**src/rtl/ict_pkg.sv**
```systemverilog
// Shared types and constants for the ink coverage and supply tracker.
`timescale 1ns / 1ps
`default_nettype none

package ict_pkg;

    localparam int NCOL    = 4;
    localparam int AMT_W   = 11;   // largest pixel amount is 8 * 255
    localparam int LEVEL_W = 7;
    localparam int QDEPTH  = 4;
    localparam int QPTR_W  = 2;
    localparam int CFG_W   = 16;
    localparam int AREA_W  = 32;
    localparam int DIV_W   = AREA_W + 5;   // area times 20

    // Input action codes
    localparam logic [1:0] ACT_PIXEL = 2'd0;
    localparam logic [1:0] ACT_START = 2'd1;
    localparam logic [1:0] ACT_END   = 2'd2;

    // Color modes
    localparam logic [2:0] MODE_BLACK1 = 3'd0;
    localparam logic [2:0] MODE_BLACK8 = 3'd1;
    localparam logic [2:0] MODE_GRAY   = 3'd2;
    localparam logic [2:0] MODE_RGB    = 3'd3;
    localparam logic [2:0] MODE_CMYK   = 3'd4;

    // Configuration register indexes
    localparam logic [1:0] CFG_COLOR_MODE  = 2'd0;
    localparam logic [1:0] CFG_PAGE_WIDTH  = 2'd1;
    localparam logic [1:0] CFG_PAGE_HEIGHT = 2'd2;

    localparam logic [2:0]  COLOR_MODE_RST  = MODE_RGB;
    localparam logic [15:0] PAGE_WIDTH_RST  = 16'd2550;
    localparam logic [15:0] PAGE_HEIGHT_RST = 16'd3300;

    localparam logic [LEVEL_W-1:0] PCT_FULL   = 7'd100;
    localparam logic [LEVEL_W-1:0] PCT_LOW    = 7'd10;
    localparam logic [LEVEL_W-1:0] PCT_ALMOST = 7'd90;

    // Index of the waste figure in the division sequence
    localparam logic [2:0] IDX_WASTE = 3'd4;

    typedef enum logic [1:0] {
        OP_PIXEL,
        OP_START,
        OP_END
    } t_op;

    typedef struct packed {
        t_op                         op;
        logic [NCOL-1:0][AMT_W-1:0]  amt;   // cyan in lane 0, black in lane 3
    } t_qent;

    typedef struct packed {
        logic full;
        logic empty;
    } t_qstat;

    typedef enum logic [2:0] {
        BS_IDLE,
        BS_TOTAL,
        BS_AREA,
        BS_SCALE,
        BS_LOAD,
        BS_DIV,
        BS_APPLY,
        BS_REPORT
    } t_bstate;

endpackage

`default_nettype wire

```
**src/rtl/ict_front.sv**
```systemverilog
// Front end: takes input items and turns pixels into per-colorant ink amounts.
`timescale 1ns / 1ps
`default_nettype none

module ict_front (
    input  wire logic              i_valid,
    input  wire logic [1:0]        i_action,
    input  wire logic [31:0]       i_bytes,
    input  wire logic [2:0]        i_color_mode,
    input  wire ict_pkg::t_qstat   i_qstat,
    output logic                   o_ready,
    output logic                   o_push,
    output ict_pkg::t_qent         o_entry
);

    logic [7:0]                 b0, b1, b2, b3;
    logic [7:0]                 c, m, y, k;
    logic [3:0]                 ones;
    logic [ict_pkg::AMT_W:0]    black1;
    logic                       keep;
    logic [ict_pkg::AMT_W-1:0]  a0, a1, a2, a3;

    assign b0 = i_bytes[7:0];
    assign b1 = i_bytes[15:8];
    assign b2 = i_bytes[23:16];
    assign b3 = i_bytes[31:24];

    assign c = 8'd255 - b0;
    assign m = 8'd255 - b1;
    assign y = 8'd255 - b2;

    always_comb begin
        k = c;
        if (k > m) k = m;
        if (k > y) k = y;
    end

    always_comb begin
        ones = '0;
        for (int i = 0; i < 8; i++) begin
            ones = ones + {3'd0, b0[i]};
        end
    end

    // Each set bit counts 255: ones * 256 - ones.
    assign black1 = {ones, 8'd0} - {8'd0, ones};

    always_comb begin
        a0   = '0;
        a1   = '0;
        a2   = '0;
        a3   = '0;
        keep = 1'b1;
        unique case (i_color_mode)
            ict_pkg::MODE_BLACK1: begin
                a3 = black1[ict_pkg::AMT_W-1:0];
            end
            ict_pkg::MODE_BLACK8: a3 = {3'd0, b0};
            ict_pkg::MODE_GRAY:   a3 = {3'd0, c};
            ict_pkg::MODE_RGB: begin
                a0 = {3'd0, c - k};
                a1 = {3'd0, m - k};
                a2 = {3'd0, y - k};
                a3 = {3'd0, k};
            end
            ict_pkg::MODE_CMYK: begin
                a0 = {3'd0, b0};
                a1 = {3'd0, b1};
                a2 = {3'd0, b2};
                a3 = {3'd0, b3};
            end
            default: keep = 1'b0;
        endcase
    end

    always_comb begin
        o_entry.amt = {a3, a2, a1, a0};
        o_entry.op  = ict_pkg::OP_PIXEL;
        o_push      = 1'b0;
        unique case (i_action)
            ict_pkg::ACT_PIXEL: begin
                o_entry.op = ict_pkg::OP_PIXEL;
                o_push     = keep;
            end
            ict_pkg::ACT_START: begin
                o_entry.op = ict_pkg::OP_START;
                o_push     = 1'b1;
            end
            ict_pkg::ACT_END: begin
                o_entry.op = ict_pkg::OP_END;
                o_push     = 1'b1;
            end
            default: o_push = 1'b0;
        endcase
        o_push = o_push & i_valid & o_ready;
    end

    // Items that leave no trace (unused action, non-counting mode) are still taken.
    assign o_ready = !i_qstat.full;

endmodule

`default_nettype wire

```
**src/rtl/ict_fifo.sv**
```systemverilog
// Short queue of classified requests between the front and back ends.
`timescale 1ns / 1ps
`default_nettype none

module ict_fifo (
    input  wire logic              i_clk,
    input  wire logic              i_rst_n,
    input  wire logic              i_push,
    input  wire ict_pkg::t_qent    i_entry,
    input  wire logic              i_pop,
    output ict_pkg::t_qent         o_entry,
    output ict_pkg::t_qstat        o_qstat
);

    ict_pkg::t_qent                r_mem [ict_pkg::QDEPTH];
    logic [ict_pkg::QPTR_W-1:0]    r_wr_ptr, n_wr_ptr;
    logic [ict_pkg::QPTR_W-1:0]    r_rd_ptr, n_rd_ptr;
    logic [ict_pkg::QPTR_W:0]      r_count, n_count;

    always_comb begin
        n_wr_ptr = r_wr_ptr + {{(ict_pkg::QPTR_W - 1){1'b0}}, i_push};
        n_rd_ptr = r_rd_ptr + {{(ict_pkg::QPTR_W - 1){1'b0}}, i_pop};
        n_count  = r_count + {{ict_pkg::QPTR_W{1'b0}}, i_push}
                           - {{ict_pkg::QPTR_W{1'b0}}, i_pop};
    end

    always_ff @(posedge i_clk) begin
        if (!i_rst_n) begin
            r_wr_ptr <= '0;
            r_rd_ptr <= '0;
            r_count  <= '0;
        end else begin
            r_wr_ptr <= n_wr_ptr;
            r_rd_ptr <= n_rd_ptr;
            r_count  <= n_count;
        end
    end

    always_ff @(posedge i_clk) begin
        if (i_push) begin
            r_mem[r_wr_ptr] <= i_entry;
        end
    end

    assign o_entry       = r_mem[r_rd_ptr];
    assign o_qstat.full  = (r_count == (ict_pkg::QPTR_W + 1)'(ict_pkg::QDEPTH));
    assign o_qstat.empty = (r_count == '0);

endmodule

`default_nettype wire

```
**src/rtl/ict_back.sv**
```systemverilog
// Back end: coverage sums, end-of-page division sequence and level update.
`timescale 1ns / 1ps
`default_nettype none

module ict_back #(
    parameter int SUM_BITS = 48
) (
    input  wire logic              i_clk,
    input  wire logic              i_rst_n,
    input  wire logic [15:0]       i_page_width,
    input  wire logic [15:0]       i_page_height,
    input  wire ict_pkg::t_qent    i_entry,
    input  wire ict_pkg::t_qstat   i_qstat,
    output logic                   o_pop,
    input  wire logic              i_out_ready,
    output logic                   o_out_valid,
    output logic [39:0]            o_out_data
);

    // Width of the total and of every dividend, capped at 64 bits; the total saturates.
    localparam int DW = (SUM_BITS + 2 > 64) ? 64 : SUM_BITS + 2;
    localparam int CW = $clog2(DW + 1);
    localparam int LW = ict_pkg::LEVEL_W;
    localparam int NC = ict_pkg::NCOL;

    ict_pkg::t_bstate                r_state, n_state;
    logic [SUM_BITS-1:0]             r_sum [NC];
    logic [SUM_BITS-1:0]             n_sum [NC];
    logic [LW-1:0]                   r_level [NC];
    logic [LW-1:0]                   n_level [NC];
    logic [LW-1:0]                   r_waste, n_waste;
    logic [DW-1:0]                   r_total, n_total;
    logic [2:0]                      r_idx, n_idx;
    logic [ict_pkg::AREA_W-1:0]      r_area, n_area;
    logic [ict_pkg::DIV_W-3:0]       r_div5, n_div5;
    logic [DW-1:0]                   r_dvd, n_dvd;
    logic [ict_pkg::DIV_W-1:0]       r_rem, n_rem;
    logic [DW-1:0]                   r_quo, n_quo;
    logic [CW-1:0]                   r_cnt, n_cnt;
    logic                            r_out_valid, n_out_valid;
    logic [39:0]                     r_out_data, n_out_data;

    logic [15:0]                     w_eff, h_eff;
    logic [ict_pkg::DIV_W-1:0]       divisor;
    logic [ict_pkg::DIV_W:0]         rem_sh, rem_diff;
    logic [DW:0]                     tot_add;
    logic                            out_free;
    logic                            any_empty, any_low;

    assign w_eff    = (i_page_width == '0) ? 16'd1 : i_page_width;
    assign h_eff    = (i_page_height == '0) ? 16'd1 : i_page_height;
    assign out_free = !r_out_valid || i_out_ready;
    assign o_pop    = (r_state == ict_pkg::BS_IDLE) && !i_qstat.empty;

    // Divisor is area * 5 for cyan, magenta, yellow; * 10 for black; * 20 for waste.
    always_comb begin
        if (r_idx == ict_pkg::IDX_WASTE) begin
            divisor = {r_div5, 2'b00};
        end else if (r_idx == 3'd3) begin
            divisor = {1'b0, r_div5, 1'b0};
        end else begin
            divisor = {2'b00, r_div5};
        end
    end

    assign rem_sh   = {r_rem, r_dvd[DW-1]};
    assign rem_diff = rem_sh - {1'b0, divisor};
    assign tot_add  = {1'b0, r_total} + (DW + 1)'(r_sum[r_idx[1:0]]);

    always_comb begin
        any_empty = 1'b0;
        any_low   = 1'b0;
        for (int i = 0; i < NC; i++) begin
            if (r_level[i] == '0) begin
                any_empty = 1'b1;
            end else if (r_level[i] < ict_pkg::PCT_LOW) begin
                any_low = 1'b1;
            end
        end
    end

    // Next state
    always_comb begin
        n_state = r_state;
        unique case (r_state)
            ict_pkg::BS_IDLE: begin
                if (!i_qstat.empty && i_entry.op == ict_pkg::OP_END) begin
                    n_state = ict_pkg::BS_TOTAL;
                end
            end
            ict_pkg::BS_TOTAL: begin
                if (r_idx == 3'd3) n_state = ict_pkg::BS_AREA;
            end
            ict_pkg::BS_AREA:  n_state = ict_pkg::BS_SCALE;
            ict_pkg::BS_SCALE: n_state = ict_pkg::BS_LOAD;
            ict_pkg::BS_LOAD:  n_state = ict_pkg::BS_DIV;
            ict_pkg::BS_DIV: begin
                if (r_cnt == CW'(1)) n_state = ict_pkg::BS_APPLY;
            end
            ict_pkg::BS_APPLY: begin
                if (r_idx == ict_pkg::IDX_WASTE) begin
                    n_state = ict_pkg::BS_REPORT;
                end else begin
                    n_state = ict_pkg::BS_LOAD;
                end
            end
            ict_pkg::BS_REPORT: begin
                if (out_free) n_state = ict_pkg::BS_IDLE;
            end
            default: n_state = ict_pkg::BS_IDLE;
        endcase
    end

    // Datapath updates per state
    always_comb begin
        logic [SUM_BITS:0] acc;
        n_sum       = r_sum;
        n_level     = r_level;
        n_waste     = r_waste;
        n_total     = r_total;
        n_idx       = r_idx;
        n_area      = r_area;
        n_div5      = r_div5;
        n_dvd       = r_dvd;
        n_rem       = r_rem;
        n_quo       = r_quo;
        n_cnt       = r_cnt;
        n_out_data  = r_out_data;
        n_out_valid = r_out_valid && !i_out_ready;
        acc         = '0;
        unique case (r_state)
            ict_pkg::BS_IDLE: begin
                if (!i_qstat.empty) begin
                    unique case (i_entry.op)
                        ict_pkg::OP_PIXEL: begin
                            for (int i = 0; i < NC; i++) begin
                                acc = {1'b0, r_sum[i]} + (SUM_BITS + 1)'(i_entry.amt[i]);
                                n_sum[i] = acc[SUM_BITS] ? '1 : acc[SUM_BITS-1:0];
                            end
                        end
                        ict_pkg::OP_START: begin
                            for (int i = 0; i < NC; i++) n_sum[i] = '0;
                        end
                        ict_pkg::OP_END: begin
                            n_total = '0;
                            n_idx   = '0;
                        end
                        default: n_idx = r_idx;
                    endcase
                end
            end
            ict_pkg::BS_TOTAL: begin
                n_total = tot_add[DW] ? '1 : tot_add[DW-1:0];
                n_idx   = (r_idx == 3'd3) ? 3'd0 : r_idx + 3'd1;
            end
            ict_pkg::BS_AREA: begin
                n_area = {16'd0, w_eff} * {16'd0, h_eff};
            end
            ict_pkg::BS_SCALE: begin
                n_div5 = {1'b0, r_area, 2'b00} + {3'd0, r_area};
            end
            ict_pkg::BS_LOAD: begin
                n_dvd = (r_idx == ict_pkg::IDX_WASTE) ? r_total : DW'(r_sum[r_idx[1:0]]);
                n_rem = '0;
                n_quo = '0;
                n_cnt = CW'(DW);
            end
            ict_pkg::BS_DIV: begin
                // one quotient bit per cycle, restoring division
                if (!rem_diff[ict_pkg::DIV_W]) begin
                    n_rem = rem_diff[ict_pkg::DIV_W-1:0];
                    n_quo = {r_quo[DW-2:0], 1'b1};
                end else begin
                    n_rem = rem_sh[ict_pkg::DIV_W-1:0];
                    n_quo = {r_quo[DW-2:0], 1'b0};
                end
                n_dvd = {r_dvd[DW-2:0], 1'b0};
                n_cnt = r_cnt - CW'(1);
            end
            ict_pkg::BS_APPLY: begin
                if (r_idx == ict_pkg::IDX_WASTE) begin
                    if (r_quo > DW'(ict_pkg::PCT_FULL - r_waste)) begin
                        n_waste = '0;
                    end else begin
                        n_waste = r_waste + r_quo[LW-1:0];
                    end
                end else begin
                    if (r_quo > DW'(r_level[r_idx[1:0]])) begin
                        n_level[r_idx[1:0]] = ict_pkg::PCT_FULL;
                    end else begin
                        n_level[r_idx[1:0]] = r_level[r_idx[1:0]] - r_quo[LW-1:0];
                    end
                    n_idx = r_idx + 3'd1;
                end
            end
            ict_pkg::BS_REPORT: begin
                if (out_free) begin
                    n_out_valid = 1'b1;
                    n_out_data  = {1'b0,
                                   (r_waste != ict_pkg::PCT_FULL) &&
                                       (r_waste >= ict_pkg::PCT_ALMOST),
                                   r_waste == ict_pkg::PCT_FULL,
                                   any_low, any_empty, r_waste,
                                   r_level[3], r_level[2], r_level[1], r_level[0]};
                end
            end
            default: n_idx = r_idx;
        endcase
    end

    always_ff @(posedge i_clk) begin
        if (!i_rst_n) begin
            r_state     <= ict_pkg::BS_IDLE;
            r_out_valid <= 1'b0;
            r_waste     <= '0;
            r_idx       <= '0;
            for (int i = 0; i < NC; i++) begin
                r_sum[i]   <= '0;
                r_level[i] <= ict_pkg::PCT_FULL;
            end
        end else begin
            r_state     <= n_state;
            r_out_valid <= n_out_valid;
            r_waste     <= n_waste;
            r_idx       <= n_idx;
            r_sum       <= n_sum;
            r_level     <= n_level;
        end
    end

    always_ff @(posedge i_clk) begin
        r_total    <= n_total;
        r_area     <= n_area;
        r_div5     <= n_div5;
        r_dvd      <= n_dvd;
        r_rem      <= n_rem;
        r_quo      <= n_quo;
        r_cnt      <= n_cnt;
        r_out_data <= n_out_data;
    end

    assign o_out_valid = r_out_valid;
    assign o_out_data  = r_out_data;

endmodule

`default_nettype wire

```
**src/rtl/ink_coverage_supply_tracker.sv**
```systemverilog
// Top level of the ink coverage and supply tracker.
//
//  Channel   Direction  Accepted when               Contents
//  s_axis    in         tvalid && tready            tuser: action; tdata: four pixel bytes
//  m_axis    out        tvalid && tready            tdata: five levels and four status flags
//  cfg       in         i_cfg_we                    index 0 mode, 1 width, 2 height
//
// Pixel and start-of-page requests are taken one per cycle while the queue has room and
// drain one per cycle while the back end is idle. An end-of-page request runs the total,
// area and scaling steps, then the one-bit-per-cycle divider five times in a row. A
// four-entry queue keeps taking requests during that sequence until it fills.
// Reset is synchronous and active low; sums clear, ink levels go to 100, waste to 0.
// A finished result waits in the output register without stopping the front end.
`timescale 1ns / 1ps
`default_nettype none

module ink_coverage_supply_tracker #(
    parameter int SUM_BITS = 48
) (
    input  wire logic          i_clk,
    input  wire logic          i_rst_n,
    input  wire logic          i_s_axis_tvalid,
    output logic               o_s_axis_tready,
    input  wire logic [31:0]   i_s_axis_tdata,   // pixel_byte0..pixel_byte3, low bits first
    input  wire logic [1:0]    i_s_axis_tuser,   // action
    output logic               o_m_axis_tvalid,
    input  wire logic          i_m_axis_tready,
    // cyan_level, magenta_level, yellow_level, black_level, waste_level, supply_empty,
    // supply_low, waste_full, waste_almost_full, then one zero pad bit
    output logic [39:0]        o_m_axis_tdata,
    input  wire logic          i_cfg_we,
    input  wire logic [1:0]    i_cfg_addr,
    input  wire logic [15:0]   i_cfg_wdata
);

    logic [2:0]          r_color_mode;
    logic [15:0]         r_page_width;
    logic [15:0]         r_page_height;

    ict_pkg::t_qent      push_entry, pop_entry;
    ict_pkg::t_qstat     qstat;
    logic                push, pop;

    always_ff @(posedge i_clk) begin
        if (!i_rst_n) begin
            r_color_mode  <= ict_pkg::COLOR_MODE_RST;
            r_page_width  <= ict_pkg::PAGE_WIDTH_RST;
            r_page_height <= ict_pkg::PAGE_HEIGHT_RST;
        end else if (i_cfg_we) begin
            case (i_cfg_addr)
                ict_pkg::CFG_COLOR_MODE:  r_color_mode  <= i_cfg_wdata[2:0];
                ict_pkg::CFG_PAGE_WIDTH:  r_page_width  <= i_cfg_wdata;
                ict_pkg::CFG_PAGE_HEIGHT: r_page_height <= i_cfg_wdata;
                default: r_color_mode <= r_color_mode;
            endcase
        end
    end

    ict_front u_front (
        .i_valid      (i_s_axis_tvalid),
        .i_action     (i_s_axis_tuser),
        .i_bytes      (i_s_axis_tdata),
        .i_color_mode (r_color_mode),
        .i_qstat      (qstat),
        .o_ready      (o_s_axis_tready),
        .o_push       (push),
        .o_entry      (push_entry)
    );

    ict_fifo u_fifo (
        .i_clk   (i_clk),
        .i_rst_n (i_rst_n),
        .i_push  (push),
        .i_entry (push_entry),
        .i_pop   (pop),
        .o_entry (pop_entry),
        .o_qstat (qstat)
    );

    ict_back #(
        .SUM_BITS (SUM_BITS)
    ) u_back (
        .i_clk         (i_clk),
        .i_rst_n       (i_rst_n),
        .i_page_width  (r_page_width),
        .i_page_height (r_page_height),
        .i_entry       (pop_entry),
        .i_qstat       (qstat),
        .o_pop         (pop),
        .i_out_ready   (i_m_axis_tready),
        .o_out_valid   (o_m_axis_tvalid),
        .o_out_data    (o_m_axis_tdata)
    );

endmodule

`default_nettype wire
```
**config.mk**
```make
export PLATFORM = sky130hd
export DESIGN_NAME = ink_coverage_supply_tracker
export DESIGN_NICKNAME = d
export VERILOG_FILES = /design/src/rtl/ict_pkg.sv /design/src/rtl/ict_front.sv /design/src/rtl/ict_fifo.sv /design/src/rtl/ict_back.sv /design/src/rtl/ink_coverage_supply_tracker.sv
export SDC_FILE = /design/constraint.sdc
export NUM_CORES = 2
export LEC_CHECK = 0
export ABC_AREA = 1
export BUFFER_PORTS_ARGS = -buffer_cell sky130_fd_sc_hd__clkbuf_2
export CAP_MARGIN = 20
export CORE_MARGIN = 1
export CORE_UTILIZATION = 35
export CTS_CLUSTER_DIAMETER = 120
export DETAILED_ROUTE_END_ITERATION = 10
export PLACE_DENSITY = 0.52
export RECOVER_POWER = 100
export SYNTH_ARGS = -nofsm -noshare
export SYNTH_HDL_FRONTEND = slang
export SYNTH_SLANG_ARGS = --single-unit
```
**constraint.sdc**
```tcl
create_clock -name i_clk -period 6.8 [get_ports i_clk]
set_clock_uncertainty 0.2 [all_clocks]
set_input_delay 1.36 -clock i_clk [delete_from_list [all_inputs] [get_ports i_clk]]
set_output_delay 1.36 -clock i_clk [all_outputs]
set_load 0.02 [all_outputs]
```
==> results by group <==
Outcome
  – Status: complete, but fails checks
  – Violations in the final reports: max-capacitance violations, max-slew violations

Logic synthesis
  – Synth warn: 0
  – Syn_nets: 8,857
  – Asr flop ratio synth: 0%
  – Mean Syn Cell Area: 7.17 um^2
  – Top FF cell, synth: edfxtp_1
  – Synth area leaders: edfxtp_1 23%, nand2_1 15%, dfxtp_1 9.4%
  – Mapped Area: 0.0588 mm^2
  – Post-synthesis cell type count: 65
  – Top-area cell type share of the netlist area: 22.8%
  – Post-synthesis register bit count: 723
  – Seq/Total Area, Yosys: 32.2%
  – Synth area leader: edfxtp_1
  – Post-synth EDFFs: 447
  – Cells after Synth: 8,206

STA
  – Final count of pins violating max slew: 519
  – Final setup violation count: 0
  – F_max: 158 MHz
  – Unrepaired setup endpoints after global routing: no
  – Crit path time final: 6.34 ns
  – Fin crit share: 93.2%
  – TNS Setup: 0 ns
  – Worst-margin pin slew: 3.52 ns
  – Slew HR: -135%
  – Final count of hold timing violations: 0
  – Worst hold slack: 0.273 ns

GRT
  – Vias in the first global route: 52.2k
  – Tot GR Track Use: 22.8%
  – Initial antenna violation count: 0
  – First-pass GRT wire length: 304 mm
  – Grt ovf: 0
  – Largest net degree at the start of global routing: 114

Setup path
  – CP max stage cell: fa_1
  – Data arrival, critical path: 6.58 ns
  – CP peak stage delay: 0.54 ns
  – Worst Setup Start Kind: register
  – Crit. Startpoint: r_page_width[12]
  – Element type at the critical path end: register
  – CP most frequent cell: fa_1
  – Cells along the critical path: nor4_1, nand4_1, nand2_2, nand2_1, fa_1, fa_1, inv_1, fa_1, fa_1, fa_1, inv_1, fa_1, inv_1, ha_1, nand2_1, inv_1, nand3_1, nor2_1, nand4_1, nand3_1, a21o_1, nand2_1, nand3_1, nand2_1
  – Buf/Inv on CP: 4
  – Crit Path Max Fanout: 6
  – Crit path max-delay family: adder cells
  – FF-to-FF setup slack: 0.46 ns
  – Setup CP Type: register to register
  – Critical path required time: 7.04 ns
  – RR Startpoint: r_page_width[12]

Layout
  – Layout Nets: 8,832
  – Post-Layout Cell Count: 10.5k
  – Most frequent cells in the layout: 2,270 x nand2_1, 1,103 x inv_1, 792 x nor2_1
  – Commonest non-fill, non-tap cell in the layout: nand2_1
  – Fraction of layout instances using a drive strength above 1: 4.29%
  – Layout area overhead: 9.40%
  – Number of fill cells in the layout: 17.8k
  – Core Util, Final: 38.5%

Routing
  – Iteration-0 DRC Markers: 4,285
  – Met2 wire length: 87.4 mm
  – Vias per cell: 5.18
  – TritonRoute pass-1 iters: 6
  – Routed WL: 196 mm
  – WL met1: 92.1 mm
  – Max Used Layer: met4
  – Met3 WL: 11.0 mm
  – Antenna-violating nets left: 0
  – Post-route DRC: 0
  – Via count: 54.2k
  – Wire per inst: 18.7 um

Power
  – Flop pwr share: 25.4%
  – Sw Ratio: 46.4%
  – Clock network power share: 21.6%
  – PD cells: 356 mW/mm^2
  – Max VDD drop: 0.419 mV
  – Comb pwr share: 53.0%
  – Internal power: 12,300 uW
  – Overall power: 22,900 uW
  – Switching power: 10,700 uW
  – Pleak: 0.0285 uW

Floorplanning
  – Die Y-Extent: 412 um
  – Std cell rows: 150
  – Initial Util: 35.2%
  – Core area: 0.167 mm^2
  – Die ar.: 0.170 mm^2
  – Horiz. Die Dim: 412 um
  – Ports: 99

Hold path
  – Hold path start: u_back.r_sum[119]
  – Tightest Hold Check Type: register to register

Clock tree
  – CTS tree: done
  – Worst-path clk slew: 0.06 ns
  – TritonCTS buffer count: 91
  – CTS H-tree lvls: 3
  – TritonCTS Sinks: 723
  – Clk buf depth: 3
  – Postcts setup bufs: 0
  – Hold-fix buffers at CTS: 0
  – Clock Latency Late Sink: 0.73 ns
  – Root buffer cell: clkbuf_16

Placement
  – Dpl cells: 10.3k
  – # port buffers: 97
  – Dpl hpwl: 151 mm
  – GPL Wtd Cong: 0.977

Job
  – # Max-Cap Violations: 12
-- worst paths after layout --
check	depth (start not counted)	to
max	24	u_back.r_area[28]
min	2	u_back.r_sum[119]
max reg2reg	24	u_back.r_area[28]
min reg2reg	2	u_back.r_sum[119]
-- logic make-up after synthesis --
group	synth area share [%]
XOR/XNOR	2.71
flip-flops	32.2
adder cells (fa/ha/maj)	15.3
buffers and inverters	9.32
AO/OA/AOI/OAI	12.3
AND/OR/NAND/NOR	28.1
other	0.00638
-- power groups by stage --
stage	Sequential, uW	Combinational [uW]	Clock, uW
after global routing	5860	13700	5250
after detailed placement	5900	12100	0
after CTS	5810	12200	5090
after global placement	5900	12100	0
final	5820	12200	4960
after floorplan	5760	8730	0
-- tightest hold or removal path, stage by stage, from the launching register on --
cell	delay, ns
dfxtp_1	0.31
nand2_1	0.06
a21oi_1	0.06
-- Yosys cell counts, types with 23 or more instances --
cell         n
xnor2_1     62
buf_2       44
o211ai_1    24
ha_1       383
inv_1     1100
nand3_1    484
clkbuf_1   222
nand2_1   2272
fa_1       211
a31oi_1     59
o21bai_1    25
xor2_1     120
edfxtp_1   447
o22ai_1     69
o21ai_0    456
a21oi_1    598
nand4_1    134
dfxtp_1    276
nor3_1     116
nor4_1      23
nand3b_1    46
nor2_1     796
-- per-stage QoR --
| stage | setup WS, ns | instance area, um^2 |
|---|---|---|
| CTS | 0.349 | 64600 |
| floorplan | 0.836 | 58800 |
| global route | 0.0457 | 64300 |
| finish | 0.459 | 64300 |
| detailed placement | 0.361 | 61500 |
| global placement | 0.380 | 61500 |
-- layout make-up --
cell class / count / area, um^2 / area share (%)
Timing Repair Buffer: 178 / 976 / 1.52
Tap cell: 2204 / 2760 / 4.29
Antenna cell: 1 / 2.50 / 0.00389
Sequential cell: 723 / 18900 / 29.5
Multi-Input combinational cell: 6067 / 34400 / 53.4
Inverter: 1120 / 4220 / 6.55
Clock buffer: 119 / 2510 / 3.90
Clock inverter: 51 / 551 / 0.856
-- metal layers --
layer | up-vias | track usage [%]
met1 | 25700 | 32.1
met5 | - | 0
met2 | 1489 | 36.3
li1 | 26800 | -
met3 | 248 | 2.74
met4 | 0 | 6.66
-- repair_timing --
action                                 4_1_cts  5_1_grt
resized for setup                            0        2
endpoints found under the hold margin        0        0
setup endpoints to repair                    0        2
-- state kept, by name, indices dropped and copies added (netlist names), 28 cells and up --
register / count
u_back.r_rem: 37
u_back.o_out_data: 39
u_back.r_level: 28
u_fifo.r_mem: 148
u_back.r_sum: 192
u_back.r_quo: 50
u_back.r_dvd: 50
u_back.r_total: 50
u_back.r_div5: 35
u_back.r_area: 32
(Power assumes the default switching activity.)
